### src/hw/rtl/qpcc_pkg.sv
// Shared types, codes and coefficient tables for the quadric pair collapse cost block.
package qpcc_pkg;

	localparam int COEF_COUNT = 10;
	localparam int CAND_COUNT = 3;
	localparam int COEF_W     = 33;
	localparam int ACC_W      = 104;

	localparam logic ACT_LOAD = 1'b0;
	localparam logic ACT_EVAL = 1'b1;

	localparam logic [1:0] CHOICE_P0  = 2'd0;
	localparam logic [1:0] CHOICE_MID = 2'd1;
	localparam logic [1:0] CHOICE_P1  = 2'd2;

	typedef struct packed {
		logic               action;
		logic [3:0]         coef_index;
		logic signed [31:0] coef_first;
		logic signed [31:0] coef_second;
		logic signed [31:0] p0_x;
		logic signed [31:0] p0_y;
		logic signed [31:0] p0_z;
		logic signed [31:0] p0_w;
		logic signed [31:0] p1_x;
		logic signed [31:0] p1_y;
		logic signed [31:0] p1_z;
		logic signed [31:0] p1_w;
	} in_t;

	typedef struct packed {
		logic signed [31:0] best_x;
		logic signed [31:0] best_y;
		logic signed [31:0] best_z;
		logic signed [31:0] best_w;
		logic [63:0]        min_error;
		logic [1:0]         choice;
	} out_t;

	typedef enum logic [3:0] {
		ST_IDLE = 4'b0001,
		ST_RUN  = 4'b0010,
		ST_WAIT = 4'b0100,
		ST_HOLD = 4'b1000
	} state_t;

	typedef struct packed {
		logic       load_en;
		logic       capture;
		logic       issue;
		logic [1:0] cand;
		logic [3:0] coef;
		logic       first;
		logic       last;
		logic       out_load;
	} cmd_t;

	typedef struct packed {
		logic       vld;
		logic       dbl;
		logic       first;
		logic       last;
		logic [1:0] cand;
	} tag_t;

	function automatic logic [1:0] row_of(input logic [3:0] k);
		logic [1:0] r;
		case (k)
			4'd0, 4'd1, 4'd2, 4'd3: r = 2'd0;
			4'd4, 4'd5, 4'd6:       r = 2'd1;
			4'd7, 4'd8:             r = 2'd2;
			default:                r = 2'd3;
		endcase
		return r;
	endfunction

	function automatic logic [1:0] col_of(input logic [3:0] k);
		logic [1:0] c;
		case (k)
			4'd0:             c = 2'd0;
			4'd1, 4'd4:       c = 2'd1;
			4'd2, 4'd5, 4'd7: c = 2'd2;
			default:          c = 2'd3;
		endcase
		return c;
	endfunction

endpackage

### src/hw/rtl/qpcc_ctrl.sv
// Controller: handshakes, term sequencing over candidates and output register valid.
module qpcc_ctrl (
	input  logic              clk,
	input  logic              arst_n,
	input  logic              in_valid,
	output logic              in_ready,
	input  logic              action,
	output logic              out_valid,
	input  logic              out_ready,
	input  logic              done,
	output qpcc_pkg::cmd_t    cmd
);

	qpcc_pkg::state_t state_q, state_d;
	logic [1:0] cand_q;
	logic [3:0] coef_q;
	logic       out_valid_q;
	logic       accept;
	logic       coef_end;
	logic       slot_free;

	assign in_ready  = (state_q == qpcc_pkg::ST_IDLE);
	assign accept    = in_valid & in_ready;
	assign coef_end  = (coef_q == 4'(qpcc_pkg::COEF_COUNT - 1));
	assign slot_free = !out_valid_q || out_ready;
	assign out_valid = out_valid_q;

	always_comb begin
		cmd          = '0;
		cmd.load_en  = accept && (action == qpcc_pkg::ACT_LOAD);
		cmd.capture  = accept && (action == qpcc_pkg::ACT_EVAL);
		cmd.issue    = (state_q == qpcc_pkg::ST_RUN);
		cmd.cand     = cand_q;
		cmd.coef     = coef_q;
		cmd.first    = (coef_q == 4'd0);
		cmd.last     = coef_end;
		cmd.out_load = slot_free && ((state_q == qpcc_pkg::ST_WAIT && done) ||
			state_q == qpcc_pkg::ST_HOLD);
	end

	always_comb begin
		state_d = state_q;
		case (state_q)
			qpcc_pkg::ST_IDLE: begin
				if (cmd.capture)
					state_d = qpcc_pkg::ST_RUN;
			end
			qpcc_pkg::ST_RUN: begin
				if (coef_end && cand_q == 2'(qpcc_pkg::CAND_COUNT - 1))
					state_d = qpcc_pkg::ST_WAIT;
			end
			qpcc_pkg::ST_WAIT: begin
				if (done)
					state_d = slot_free ? qpcc_pkg::ST_IDLE : qpcc_pkg::ST_HOLD;
			end
			qpcc_pkg::ST_HOLD: begin
				if (slot_free)
					state_d = qpcc_pkg::ST_IDLE;
			end
			default: state_d = qpcc_pkg::ST_IDLE;
		endcase
	end

	always_ff @(posedge clk or negedge arst_n) begin
		if (!arst_n) begin
			state_q     <= qpcc_pkg::ST_IDLE;
			cand_q      <= '0;
			coef_q      <= '0;
			out_valid_q <= 1'b0;
		end else begin
			state_q <= state_d;
			if (cmd.capture) begin
				cand_q <= '0;
				coef_q <= '0;
			end else if (cmd.issue) begin
				if (coef_end) begin
					coef_q <= '0;
					cand_q <= cand_q + 2'd1;
				end else begin
					coef_q <= coef_q + 4'd1;
				end
			end
			if (cmd.out_load)
				out_valid_q <= 1'b1;
			else if (out_ready)
				out_valid_q <= 1'b0;
		end
	end

endmodule

### config.mk
export PLATFORM = sky130hd
export DESIGN_NAME = qpcc_ctrl
export DESIGN_NICKNAME = d
export VERILOG_FILES = /design/src/hw/rtl/qpcc_pkg.sv /design/src/hw/rtl/qpcc_ctrl.sv
export SDC_FILE = /design/constraint.sdc
export NUM_CORES = 1
export LEC_CHECK = 0
export BUFFER_PORTS_ARGS = -buffer_cell sky130_fd_sc_hd__buf_4
export CAP_MARGIN = 20
export CORE_UTILIZATION = 49
export CTS_CLUSTER_DIAMETER = 100
export DETAILED_ROUTE_END_ITERATION = 6
export GPL_ROUTABILITY_DRIVEN = 0
export PLACE_DENSITY = 0.73
export SLEW_MARGIN = 20
export SYNTH_ARGS = -nofsm -noshare
export SYNTH_HDL_FRONTEND = slang
export SYNTH_SLANG_ARGS = --single-unit
### constraint.sdc
create_clock -name clk -period 2 [get_ports clk]
set_clock_uncertainty 0.1 [all_clocks]
set_input_delay 0.5 -clock clk [delete_from_list [all_inputs] [get_ports clk]]
set_output_delay 0.5 -clock clk [all_outputs]
set_load 0.1 [all_outputs]
==> flow_summary.ini <==
[routing]
vias = 697
antenna_left = 0
vias_per_cell = 5.62
drt-total-wl_um = 2150
post_drt_wl_per_cell_um = 17.3
dr.first_iter.drc_count = 16
drc = 0
drt_pass1_iterations = 4

[global_routing]
antenna_found_initial = 0
grt_pass1_wl_um = 2710
first_global_vias = 643
grt_max_degree = 12
overflow = 0
grtUsageTotal_pct = 27.5

[power]
p_sw_share_pct = 51.6
sequentialPowerShare_pct = 20.1
p_clk_share_pct = 9.8
comb_power_share_pct = 70.2
netSwitchingPower_uw = 868
leakagePower_nw = 0.561
peakVddDrop_mv = 0.901
power_mw = 1.68
power_density_nw_per_um2 = 1440
p_int_uw = 815

[min_path]
hp-class = in -> reg

[yosys]
syn_inst = 73
netlist_area_sq_um = 684
yosysUniqueCellTypes = 34
yosys_warnings = 0
synth_top_cell_area_share_pct = 36.6
yosysTopAreaCell = dfrtp_1
synth_area_leaders = dfrtp_1 37%, ha_1 7.3%, nor2_1 4.9%
syn_avg_cell_area_sq_um = 9.38
yosysSeqAreaShare_pct = 40.4
syn-num-nets = 83
ys_seq_elements = 11

[clock_tree]
htree_levels = 1
insertion_delay_ps = 270
numCtsBuffers = 3
cts_tree = done
cts_buffer_depth = 2
cts_root_buf = clkbuf_4
cts_num_sinks = 11
clk_pin_slew_worst_paths_ps = 80

[finish]
diodes = 0
fill_cells = 58
area_growth_pct = 70.4
finalNonFillerCells = 124
drive_above_1_share_pct = 58.7
seq_area_sq_um = 290
final_nets = 120
multiInputGateArea_sq_um = 438

[floorplanning]
ioPinCount = 20
fp.dieH_um = 39.4
die_x_um = 39.4
start_util_pct = 52.6
core_area_sq_um = 1300
num_rows = 13
die-area_sq_um = 1550

[placed_design]
dp_slack_ps = 29.7
io_buffers = 19
dp_hpwl_um = 1130
dp.cells = 110

[critical_path]
crit_required_ps = 1400
worstPathArrival_ps = 1590
rrSetupSlack_ps = 30
cp_max_fo = 8
startpoint_type = flop
crit_path_end_kind = output pin
critPathKind = reg -> out

[timing]
post-route-period-util_pct = 110
rsz0062_at_grt = true
fmax_mhz = 456
fin_tns_setup_ps = -730
post-route-min-period_ps = 2190
slew_headroom_pct = 64.3
timing_hold_violations_final = 0
fin_ws_ps = -194
final_max_slew_viol_count = 0
final-setup-viol-count = 5
tightest_slew_ps = 530

[run_status]
status = complete, but fails checks
violations = setup timing

[job]
max_cap_viol_count = 0
registers in the layout, indices dropped and copies added, names as in the netlist:
register and cells:
out_valid 1, state_q 4, coef_q 4, cand_q 2
cell usage in the layout, fill, tap and decap left out, drive strengths merged:
cell type	count
inv	4
nand2	5
dfrtp	10
nand2b	3
a21oi	3
nor3	1
nor2b	2
o21ai	3
mux2i	2
and3b	2
dlygate4sd3	1
a211o	1
buf	35
clkbuf	4
a22oi	1
nor3b	1
and2	2
nor4	2
clkinv	1
nor4b	1
and3	1
o41ai	1
o31ai	1
dfstp	1
or4b	1
nand3b	1
or2	1
nor2	11
xnor2	1
a21o	1
and4bb	1
ha	4
routing by layer:
layer  global-route usage, %  part of all wire, %  up-vias
li1                        -                    -      323
met1                    28.2                   37      337
met2                    52.5                   55       29
met3                    6.25                  4.6        8
met4                    11.2                  3.3        0
met5                       0                    0        -
timing repair:
action                                  in CTS  in global routing
hold buffers                                 1                  0
resized for setup                           24                  4
endpoints found under the hold margin       10                  0
setup buffers                                5                  4
endpoints found under the setup margin       7                  7
pin swaps                                    3                  2
cell usage after synthesis (all sizes together):
master,count
nor2,11
dfrtp,10
nand2,5
ha,4
inv,4
a21oi,3
buf,3
nand2b,3
o21ai,3
and2,2
and3b,2
mux2i,2
nor2b,2
nor4,2
a211o,1
a21o,1
a22oi,1
and3,1
and4bb,1
clkbuf,1
clkinv,1
dfstp,1
nand3b,1
nor3,1
nor3b,1
nor4b,1
o31ai,1
o41ai,1
or2,1
or4b,1
xnor2,1
cell type report:
| type | count | share of cell area (%) |
|---|---|---|
| clock buffer | 4 | 2.25 |
| inverter | 5 | 2.47 |
| multi-input combinational | 53 | 37.6 |
| sequential | 11 | 24.9 |
| tap | 15 | 1.61 |
| timing repair buffer | 36 | 31.2 |
per-stage QoR:
| step | util [%] | cell area, sq um | hold WS (ps) |
|---|---|---|---|
| finish | 89.6 | 1170 | 393 |
| global route | 89.6 | 1170 | 431 |
| detailed placement | 72.6 | 945 | 241 |
| floorplan | - | 782 | 104 |
| CTS | 86.1 | 1120 | 384 |
| global placement | 72.6 | 945 | 243 |
logic make-up (layout without fill, tap and decap cells):
logic type,count (synthesis),in the layout,share of synthesized area [%]
AOI/OAI and AO/OA,11,11,10.2
adders and majority gates,4,4,7.31
muxes,2,2,2.93
and+or+nand+nor,35,35,30.0
xor gates and xnor gates,1,1,1.28
buffers and inverters,9,45,7.86
DFF,11,11,40.4
power groups by stage:
stage | Combinational [mW] | Clock, mW | Sequential (mW)
after floorplan | 0.571 | 0 | 0.500
after global placement | 0.901 | 0 | 0.341
after detailed placement | 0.908 | 0 | 0.343
after CTS | 1.08 | 0.160 | 0.332
after global routing | 1.24 | 0.172 | 0.343
final | 1.18 | 0.164 | 0.338
critical path: stages (launching register included):
cell and delay [ps]:
dfrtp_2 490, or4b_4 590, clkinv_4 80, buf_12 160
worst paths after layout:
check                           start    endpoint  cells after the start
max                        state_q[2]      cmd[9]                      3
min                            action  state_q[0]                      4
max reg2reg                state_q[2]   cand_q[1]                      7
min reg2reg                 out_valid   out_valid                      2
max in group asynchronous      arst_n  state_q[0]                      2
min in group asynchronous      arst_n   coef_q[1]                      2
(Power assumes the default switching activity.)
